## src/sv/assert_macros.svh

```systemverilog
// Assertion macros used by the top-level RTL file.
// Needs a clock named clk and a reset named rst in the including scope.
`ifndef ASSERT_MACROS_SVH
`define ASSERT_MACROS_SVH

// Same-cycle implication, off while in reset.
`define AST_IMPL(label, ante, cons, msg) \
  label: assert property (@(posedge clk) disable iff (rst) (ante) |-> (cons)) \
    else $error(msg);

// Next-cycle implication, off while in reset.
`define AST_NEXT(label, ante, cons, msg) \
  label: assert property (@(posedge clk) disable iff (rst) (ante) |=> (cons)) \
    else $error(msg);

`endif

```

## src/sv/eagu_pkg.sv

```systemverilog
// Package of the elite archive grid: sizes, payload structs, codes and the
// bin count function. No dependencies.
`timescale 1ns / 1ps

package eagu_pkg;

  localparam int BINS     = 4;
  localparam int DIMS     = 2;
  localparam int CELLS    = BINS * BINS;
  localparam int LIM_W    = 16;
  localparam int SCORE_W  = 32;
  localparam int ID_W     = 16;
  localparam int IDX_W    = $clog2(CELLS);
  localparam int BIN_W    = $clog2(BINS);
  localparam int CNT_W    = $clog2(BINS + 1);
  localparam int CFG_W    = $clog2(DIMS * BINS);
  localparam int LIM_STEP = 256;

  typedef logic signed [LIM_W-1:0]   q88_t;
  typedef logic signed [SCORE_W-1:0] q1616_t;
  typedef q88_t [BINS-1:0]           lim_row_t;

  typedef enum logic [1:0] {
    OP_OFFER = 2'd0,
    OP_QUERY = 2'd1,
    OP_READ  = 2'd2,
    OP_NONE  = 2'd3
  } op_t;

  typedef enum logic [0:0] {
    ALU_BIN = 1'b0,
    ALU_DIV = 1'b1
  } alu_mode_t;

  typedef struct packed {
    alu_mode_t mode;
    logic      last;
  } alu_ctl_t;

  typedef struct packed {
    logic             en;
    logic [IDX_W-1:0] addr;
    q1616_t           score;
    logic [ID_W-1:0]  id;
  } store_wr_t;

  typedef struct packed {
    logic [1:0]       op;
    q88_t             coord_a;
    q88_t             coord_b;
    q1616_t           score;
    logic [ID_W-1:0]  candidate_id;
    logic [IDX_W-1:0] cell_index;
  } in_t;

  typedef struct packed {
    logic [IDX_W-1:0] cell_res;
    logic             out_of_range;
    logic             visited;
    q1616_t           stored_score;
    logic [ID_W-1:0]  stored_id;
    logic             replaced;
    q88_t             cell_coord_a;
    q88_t             cell_coord_b;
  } out_t;

  // Bins in use: length of the non-decreasing prefix of the limits.
  function automatic logic [CNT_W-1:0] bin_count(lim_row_t l);
    logic [CNT_W-1:0] n;
    n = CNT_W'(BINS);
    for (int j = BINS - 1; j >= 1; j--) begin
      if (l[j] < l[j-1]) n = CNT_W'(j);
    end
    return n;
  endfunction

endpackage

```

## src/sv/elite_archive_grid_update.sv

```systemverilog
// Elite archive over a 4x4 behavior grid; top level. Uses eagu_pkg, eagu_alu,
// eagu_store and assert_macros.svh.
// Offers and queries step the compare unit once per bin tested (up to 8); reads
// step it once per divide step. One item at a time, and a result that waits
// holds off the next item.
// Reset (synchronous, rst high) restores limits to j*256 and clears all cells.
`timescale 1ns / 1ps
`include "assert_macros.svh"

module elite_archive_grid_update (
  input  logic                          clk,
  input  logic                          rst,
  input  logic                          in_valid,
  output logic                          in_ready,
  input  eagu_pkg::in_t                 in_data,
  output logic                          out_valid,
  input  logic                          out_ready,
  output eagu_pkg::out_t                out_data,
  input  logic                          cfg_we,
  input  logic [eagu_pkg::CFG_W-1:0]    cfg_index,
  input  logic [eagu_pkg::LIM_W-1:0]    cfg_data
);
  import eagu_pkg::*;

  typedef enum logic [4:0] {
    S_IDLE = 5'b00001,
    S_BIN  = 5'b00010,
    S_DIV  = 5'b00100,
    S_RD   = 5'b01000,
    S_CMP  = 5'b10000
  } state_t;

  state_t state, state_next;

  lim_row_t lim_a, lim_b;
  logic [CNT_W-1:0] nb_a, nb_b, n_cur;
  logic [2*CNT_W-1:0] total;

  in_t              item;
  logic             dim;
  logic [BIN_W-1:0] j;
  logic [BIN_W-1:0] bin_a, bin_b;
  logic [IDX_W-1:0] rem;
  logic [IDX_W-1:0] cell_idx;
  logic             bad;

  alu_ctl_t         alu_ctl;
  q88_t             alu_coord;
  lim_row_t         row;
  logic             alu_le;
  logic [IDX_W-1:0] alu_diff;
  logic [IDX_W+CNT_W-1:0] cell_calc;

  store_wr_t        wr;
  logic             rd_vis;
  q1616_t           rd_score;
  logic [ID_W-1:0]  rd_id;

  logic             out_free;
  logic             replace;
  out_t             res;

  // Configuration registers
  always_ff @(posedge clk) begin
    if (rst) begin
      for (int k = 0; k < BINS; k++) begin
        lim_a[k] <= LIM_W'(k * LIM_STEP);
        lim_b[k] <= LIM_W'(k * LIM_STEP);
      end
    end else if (cfg_we) begin
      if (cfg_index[CFG_W-1]) lim_b[cfg_index[BIN_W-1:0]] <= cfg_data;
      else                    lim_a[cfg_index[BIN_W-1:0]] <= cfg_data;
    end
  end

  assign nb_a  = bin_count(lim_a);
  assign nb_b  = bin_count(lim_b);
  assign total = (2*CNT_W)'(nb_a) * (2*CNT_W)'(nb_b);

  // Compare unit operands
  assign row       = dim ? lim_b : lim_a;
  assign n_cur     = dim ? nb_b : nb_a;
  assign alu_coord = dim ? item.coord_b : item.coord_a;
  assign alu_ctl.mode = (state == S_DIV) ? ALU_DIV : ALU_BIN;
  assign alu_ctl.last = ({1'b0, j} + CNT_W'(1)) == n_cur;

  eagu_alu u_alu (
    .ctl     (alu_ctl),
    .coord   (alu_coord),
    .l_lo    (row[j]),
    .l_hi    (row[j + BIN_W'(1)]),
    .rem     (rem),
    .divisor (nb_b),
    .le      (alu_le),
    .diff    (alu_diff)
  );

  assign cell_calc = (IDX_W+CNT_W)'(bin_a) * (IDX_W+CNT_W)'(nb_b) + (IDX_W+CNT_W)'(j);

  eagu_store u_store (
    .clk      (clk),
    .rst      (rst),
    .wr       (wr),
    .rd_addr  (cell_idx),
    .rd_vis   (rd_vis),
    .rd_score (rd_score),
    .rd_id    (rd_id)
  );

  assign out_free = !out_valid || out_ready;
  assign in_ready = (state == S_IDLE);
  assign replace  = !bad && (op_t'(item.op) == OP_OFFER) &&
                    (!rd_vis || (item.score > rd_score));

  assign wr.en    = (state == S_CMP) && out_free && replace;
  assign wr.addr  = cell_idx;
  assign wr.score = item.score;
  assign wr.id    = item.candidate_id;

  always_comb begin
    res = '0;
    if (bad) begin
      res.out_of_range = 1'b1;
    end else begin
      res.cell_res     = cell_idx;
      res.visited      = rd_vis || replace;
      res.stored_score = replace ? item.score : rd_score;
      res.stored_id    = replace ? item.candidate_id : rd_id;
      res.replaced     = replace;
      res.cell_coord_a = lim_a[bin_a];
      res.cell_coord_b = lim_b[bin_b];
    end
  end

  always_comb begin
    state_next = state;
    unique case (state)
      S_IDLE: begin
        if (in_valid) begin
          if (op_t'(in_data.op) == OP_NONE) state_next = S_RD;
          else if (op_t'(in_data.op) == OP_READ) begin
            if ((2*CNT_W)'(in_data.cell_index) >= total) state_next = S_RD;
            else                                         state_next = S_DIV;
          end else state_next = S_BIN;
        end
      end
      S_BIN:  if ((alu_le && dim) || (!alu_le && alu_ctl.last)) state_next = S_RD;
      S_DIV:  if (!alu_le) state_next = S_RD;
      S_RD:   state_next = S_CMP;
      S_CMP:  if (out_free) state_next = S_IDLE;
      default: state_next = S_IDLE;
    endcase
  end

  always_ff @(posedge clk) begin
    if (rst) begin
      state     <= S_IDLE;
      out_valid <= 1'b0;
      bad       <= 1'b0;
    end else begin
      state <= state_next;
      if (state == S_CMP && out_free) out_valid <= 1'b1;
      else if (out_ready)             out_valid <= 1'b0;
      if (state == S_IDLE && in_valid) begin
        bad <= (op_t'(in_data.op) == OP_NONE) ||
               ((op_t'(in_data.op) == OP_READ) &&
                ((2*CNT_W)'(in_data.cell_index) >= total));
      end else if (state == S_BIN && !alu_le && alu_ctl.last) begin
        bad <= 1'b1;
      end
    end
  end

  // Datapath registers
  always_ff @(posedge clk) begin
    case (state)
      S_IDLE: begin
        item     <= in_data;
        dim      <= 1'b0;
        j        <= '0;
        bin_a    <= '0;
        bin_b    <= '0;
        rem      <= in_data.cell_index;
        cell_idx <= '0;
      end
      S_BIN: begin
        if (alu_le) begin
          if (!dim) begin
            bin_a <= j;
            dim   <= 1'b1;
            j     <= '0;
          end else begin
            bin_b    <= j;
            cell_idx <= cell_calc[IDX_W-1:0];
          end
        end else begin
          j <= j + BIN_W'(1);
        end
      end
      S_DIV: begin
        if (alu_le) begin
          rem   <= alu_diff;
          bin_a <= bin_a + BIN_W'(1);
        end else begin
          bin_b    <= rem[BIN_W-1:0];
          cell_idx <= item.cell_index;
        end
      end
      S_CMP: if (out_free) out_data <= res;
      default: ;
    endcase
  end

  `AST_IMPL(a_oor_clean, out_valid && out_data.out_of_range, !out_data.replaced && !out_data.visited, "out-of-range result carries cell data")
  `AST_IMPL(a_repl_visited, out_valid && out_data.replaced, out_data.visited && !out_data.out_of_range, "replaced cell not marked visited")
  `AST_NEXT(a_result_load, state == S_CMP && out_free, state == S_IDLE && out_valid, "result not loaded after cell access")
  `AST_IMPL(a_write_offer, wr.en, op_t'(item.op) == OP_OFFER && !bad, "store written by non-offer or bad item")

endmodule

```

## src/sv/eagu_alu.sv

```systemverilog
// Shared compare unit of the elite archive grid: bin threshold test and
// restoring divide step. Depends on eagu_pkg.
`timescale 1ns / 1ps

module eagu_alu (
  input  eagu_pkg::alu_ctl_t             ctl,
  input  eagu_pkg::q88_t                 coord,
  input  eagu_pkg::q88_t                 l_lo,
  input  eagu_pkg::q88_t                 l_hi,
  input  logic [eagu_pkg::IDX_W-1:0]     rem,
  input  logic [eagu_pkg::CNT_W-1:0]     divisor,
  output logic                           le,
  output logic [eagu_pkg::IDX_W-1:0]     diff
);
  import eagu_pkg::*;

  localparam int CW = LIM_W + 2;

  logic signed [CW-1:0] lhs;
  logic signed [CW-1:0] rhs;
  logic signed [CW-1:0] lo_x;
  logic signed [CW-1:0] hi_x;

  assign lo_x = CW'(l_lo);
  assign hi_x = CW'(l_hi);

  // Threshold: 2*c <= l[j] + l[j+1], last bin: 2*c <= 2*l[j] + 2.
  always_comb begin
    case (ctl.mode)
      ALU_BIN: begin
        lhs = {coord[LIM_W-1], coord, 1'b0};
        rhs = ctl.last ? (lo_x + lo_x + CW'(2)) : (lo_x + hi_x);
      end
      ALU_DIV: begin
        lhs = CW'({1'b0, divisor});
        rhs = CW'({1'b0, rem});
      end
      default: begin
        lhs = '0;
        rhs = '0;
      end
    endcase
  end

  assign le   = (lhs <= rhs);
  assign diff = rem - IDX_W'(divisor);

endmodule

```

## src/sv/eagu_store.sv

```systemverilog
// Cell store of the elite archive grid: visited flags in flops, score and
// elite handle in a memory with registered read. Depends on eagu_pkg.
`timescale 1ns / 1ps

module eagu_store (
  input  logic                          clk,
  input  logic                          rst,
  input  eagu_pkg::store_wr_t           wr,
  input  logic [eagu_pkg::IDX_W-1:0]    rd_addr,
  output logic                          rd_vis,
  output eagu_pkg::q1616_t              rd_score,
  output logic [eagu_pkg::ID_W-1:0]     rd_id
);
  import eagu_pkg::*;

  logic [CELLS-1:0]          vis;
  logic [SCORE_W+ID_W-1:0]   mem [CELLS];
  logic [SCORE_W+ID_W-1:0]   rd_q;
  logic                      vis_q;

  always_ff @(posedge clk) begin
    if (rst) begin
      vis   <= '0;
      vis_q <= 1'b0;
    end else begin
      if (wr.en) vis[wr.addr] <= 1'b1;
      vis_q <= vis[rd_addr];
    end
  end

  always_ff @(posedge clk) begin
    if (wr.en) mem[wr.addr] <= {wr.score, wr.id};
    rd_q <= mem[rd_addr];
  end

  // Unvisited cells read as zero.
  assign rd_vis   = vis_q;
  assign rd_score = vis_q ? q1616_t'(rd_q[SCORE_W+ID_W-1:ID_W]) : '0;
  assign rd_id    = vis_q ? rd_q[ID_W-1:0] : '0;

endmodule
```

## config.mk

```make
export PLATFORM = sky130hd
export DESIGN_NAME = elite_archive_grid_update
export DESIGN_NICKNAME = d
export VERILOG_FILES = /design/src/sv/eagu_pkg.sv /design/src/sv/elite_archive_grid_update.sv /design/src/sv/eagu_alu.sv /design/src/sv/eagu_store.sv
export VERILOG_INCLUDE_DIRS = /design/src /design/src/sv
export SDC_FILE = /design/constraint.sdc
export NUM_CORES = 2
export LEC_CHECK = 0
export BUFFER_PORTS_ARGS = -buffer_cell sky130_fd_sc_hd__buf_2
export CORE_UTILIZATION = 35
export DETAILED_ROUTE_END_ITERATION = 12
export GPL_TIMING_DRIVEN = 0
export PLACE_DENSITY = 0.58
export SLEW_MARGIN = 30
export SYNTH_ARGS = -nofsm -noshare
export SYNTH_HDL_FRONTEND = slang
export SYNTH_SLANG_ARGS = --single-unit
export TNS_END_PERCENT = 20
```

## constraint.sdc

```tcl
create_clock -name clk -period 10.1 [get_ports clk]
set_clock_uncertainty 0.1 [all_clocks]
set_input_delay 2.02 -clock clk [delete_from_list [all_inputs] [get_ports clk]]
set_output_delay 2.02 -clock clk [all_outputs]
set_load 0.005 [all_outputs]
```

==> summary.txt <==
Critical path
  • CP Launch Type: flop
  • Crit path max fanout: 10
  • CP required: approximately 10 ns
  • CP Class: flop to flop
  • Data arrival, critical path: just under 9 ns
  • Crit path capture type: flop

Yosys
  • Synth Area in Adders: 0.04550
  • Yosys cell types: 70
  • Xor/xnor cell area share of the yosys netlist: 0.004710
  • Sequential area share after synthesis: 0.6515
  • Syn nets: roughly 3600
  • Largest family of logic cells by synthesized area: multiplexers
  • Async set-reset flop share out of synthesis: 0
  • Mean Syn Cell Area: roughly 15 sq um
  • Post-Synth Simple-Gate Area: 0.07518
  • Synth area leaders: edfxtp_1, mux4_2, dfxtp_1
  • Leading area contributor after synthesis: edfxtp_1
  • Cell Area, Synth: 0.05021 sq mm
  • Post-synth EDFFs: 956
  • Synth Flop Type: edfxtp_1
  • Synth Instances: approximately 3300
  • Compound-Gate Fraction of Synth Area: 0.05016
  • Mux cell area share after synthesis: 0.1500
  • #FFs+latches synth: 1156
  • Area share of the largest cell type after synthesis: 0.5717
  • Synth warnings: 0

Clock network
  • Clk_lat worst skew: 0.76 ns
  • CTS Buf Count: 120
  • CTS Buffer Depth: 3
  • H-tree levels: 3
  • Postcts setup bufs: 0
  • # clock sinks: ~1200
  • CTS tree: yes
  • CTS root buf: clkbuf_16
  • Hold bufs inserted after CTS: 0
  • Clk slew on worst S/H paths: approximately 0.060 ns
  • CTS-repair resized insts: 0

Die
  • Num rows: between 100 and 150
  • Die area: between 0.1 and 0.15 sq mm
  • Starting Density: 0.3538
  • Io pins: slightly below 200
  • Die Wd: ~380 microns
  • Core ar.: around 0.14 sq mm
  • Die height: approximately 380 microns

Finish
  • Layout Cells excl Fill: around 5700
  • Layout cells sized above 1: 0.2370
  • Leading cell type in the layout, fill and taps excluded: edfxtp_1
  • Area delta synth->final: 18.37%
  • Final instance area: between 0.05 and 0.06 sq mm
  • Fin nets: around 4000
  • Highest-count cells in the layout ignoring fill and taps: edfxtp_1, nand2_1, mux4_2, a21oi_1, buf_2

Pwr
  • Total power: approximately 15 mW
  • Total internal power: 10.19 mW
  • VDD IR max: about 0.17 mV
  • Sequential Power Share: 0.428
  • Pleak: 19.95 nW
  • Clock power frac: 0.310
  • Switching Fraction: 0.3102
  • Logic pwr share: 0.262
  • Switching Power: 4.580 mW
  • Pwr/cell area: between 200 and 250 mW/mm^2

Worst hold path
  • Hold Crit Class: flop to flop

Outcome
  • Outcome: complete, no violations

GRT
  • Vias in the first global route: between 30000 and 40000
  • Initial antenna violation count: 15
  • First-pass GRT wire length: between 200000 and 250000 microns
  • Largest net degree at the start of global routing: between 60 and 70
  • Global route total overflow: 0
  • Total GRT Usage: 0.1946

Route
  • Residual DRC count: 0
  • Vias/cell: around 5.3
  • Antenna Nets Post-Route: 0
  • DR WL/cell: approximately 25 microns
  • Drt first pass iters: 5
  • Via count: around 30000
  • DRT iter0 DRCs: 2613
  • Routed WL: roughly 140000 microns

Timing
  • Worst Slack Setup Final: 1.546 ns
  • Final Cycle Share: 0.8469
  • Max-slew violations: 0
  • RSZ-0062 raised after global routing: false
  • Maximum achievable frequency: 116.9 MHz
  • Worst slew pin tran: ~1 ns
  • Final Hold Viols: 0
  • Max_slew headroom: 0.3225
  • Final Critical Period: 8.554 ns
  • Final setup fails: 0

Placement
  • Detailed Place HPWL: just over 100000 microns
  • Post-Place Cell Area: between 0.05 and 0.06 sq mm
  • Placer Congestion: ~0.94
  • Placed cells: about 5500
  • Pre-CTS setup slack: 1.290 ns
  • I/O Buffers: between 150 and 200

Run
  • MaxCap Viol Count: 0
## critical path, cell delays in order, from the launching register on
cell      delay, ns
edfxtp_1       0.63
buf_1          0.73
buf_1          0.64
buf_2          0.49
clkbuf_2       0.48
mux4_2         0.62
ha_1           0.26
fa_1           0.41
a21oi_1        0.25
o211ai_1       0.15
a31o_2         0.26
and2_1         0.16
o21ai_0        0.22
a211o_1        0.22
o21ai_0        0.14
nor4_1         0.20
o31a_1         0.20
nand2_1        0.07
ha_1           0.28
and4_1         0.20
and2_0         0.15
a221oi_1       0.28
a221o_1        0.41
nand2_1        0.15
o21ai_0        0.18
o21a_1         0.32
## Yosys cell counts (5+ instances only)
cell and instances:
o21a_1 7, dfxtp_1 200, nand3_1 25, nor2b_1 56, and2_1 14, nand2_1 460, a21o_1 28, inv_1 121
a31oi_1 18, xor2_1 9, or2_2 35, ha_1 173, buf_1 36, a211oi_1 11, mux2_2 21, and3_1 11
and4_1 5, clkbuf_1 119, buf_2 10, mux4_2 311, xnor2_1 18, o211ai_1 13, nor4_1 5, clkbuf_2 11
nand3b_1 8, fa_1 6, nand4_1 24, mux2i_1 28, nor2_1 151, a211o_1 9, a21oi_1 222, edfxtp_1 956
nor3_1 24, nor3b_1 5, nand2b_1 16, o21ai_0 82
## worst paths after layout
| path | from | slack (ns) | end | cells past startpoint |
|---|---|---|---|---|
| hold / removal | u_store.vis[6]$_SDFFE_PP0P_ | 0.37 | u_store.vis[6]$_SDFFE_PP0P_ | 2 |
| setup reg to reg | j[0]$_SDFFCE_PP0P_ | 1.55 | cell_idx[1]$_SDFFCE_PP0P_ | 25 |
| hold reg to reg | u_store.vis[6]$_SDFFE_PP0P_ | 0.37 | u_store.vis[6]$_SDFFE_PP0P_ | 2 |
| setup / recovery | j[0]$_SDFFCE_PP0P_ | 1.55 | cell_idx[1]$_SDFFCE_PP0P_ | 25 |
## layout make-up
class / count / area [sq um]
Tap cell: 1890 / 2365
Clock buffer: 168 / 3377
Sequential cell: 1156 / 32710
Clock inverter: 59 / 744.5
Antenna cell: 2 / 5.005
Buffer: 177 / 729.5
Inverter: 122 / 465.4
Multi-Input combinational cell: 1846 / 16480
Timing Repair Buffer: 269 / 2551
Fill cell: 12750 / 82500
## through the flow
step	utilization	hold WS, ns	TNS [ns]
floorplan	-	0.3315	0
global placement	0.3768	0.3471	-2987.77
detailed placement	0.3895	0.3535	0
CTS	0.4186	0.3670	0
global route	0.4187	0.3862	0
finish	0.4187	0.3683	0
## registers in the layout (all words and copies together), names as in the netlist
signal and flops:
bad 1, lim_b 64, u_store.mem 768, rem 4, j 2, cell_idx 4, u_store.vis 16, item 86
u_store.rd_vis 1, u_store.rd_q 48, dim 1, out_valid 1, lim_a 64, state 5, bin_b 2, out_data 87
bin_a 2
## per-layer routing
layer  vias up  share of wire  track usage
met4        10          0.027      0.05370
li1      13450              -            -
met5         -        0.00044            0
met1     15300           0.42       0.2582
met3       220          0.061      0.03078
met2      1010           0.49       0.3297
## logic make-up (layout without fill, tap and decap cells)
kind of cell / Yosys count / count (layout)
flip-flops: 1156 / 1156
AND/OR/NAND/NOR: 850 / 850
AO/OA/AOI/OAI: 429 / 429
multiplexers: 361 / 361
buffers and inverters: 299 / 795
adder cells (fa/ha/maj): 179 / 179
XOR/XNOR: 27 / 27
other: 0 / 2
## power groups by stage
stage	combinational, mW	clock, mW	sequential (mW)
2_1_floorplan	2.70	0	6.21
3_3_place_gp	3.82	0	6.43
3_5_place_dp	3.90	0	6.42
4_1_cts	3.92	4.67	6.32
5_1_grt	4.20	4.83	6.37
6_report	3.87	4.58	6.31
Note: power is estimated with default switching activity, not from simulation.
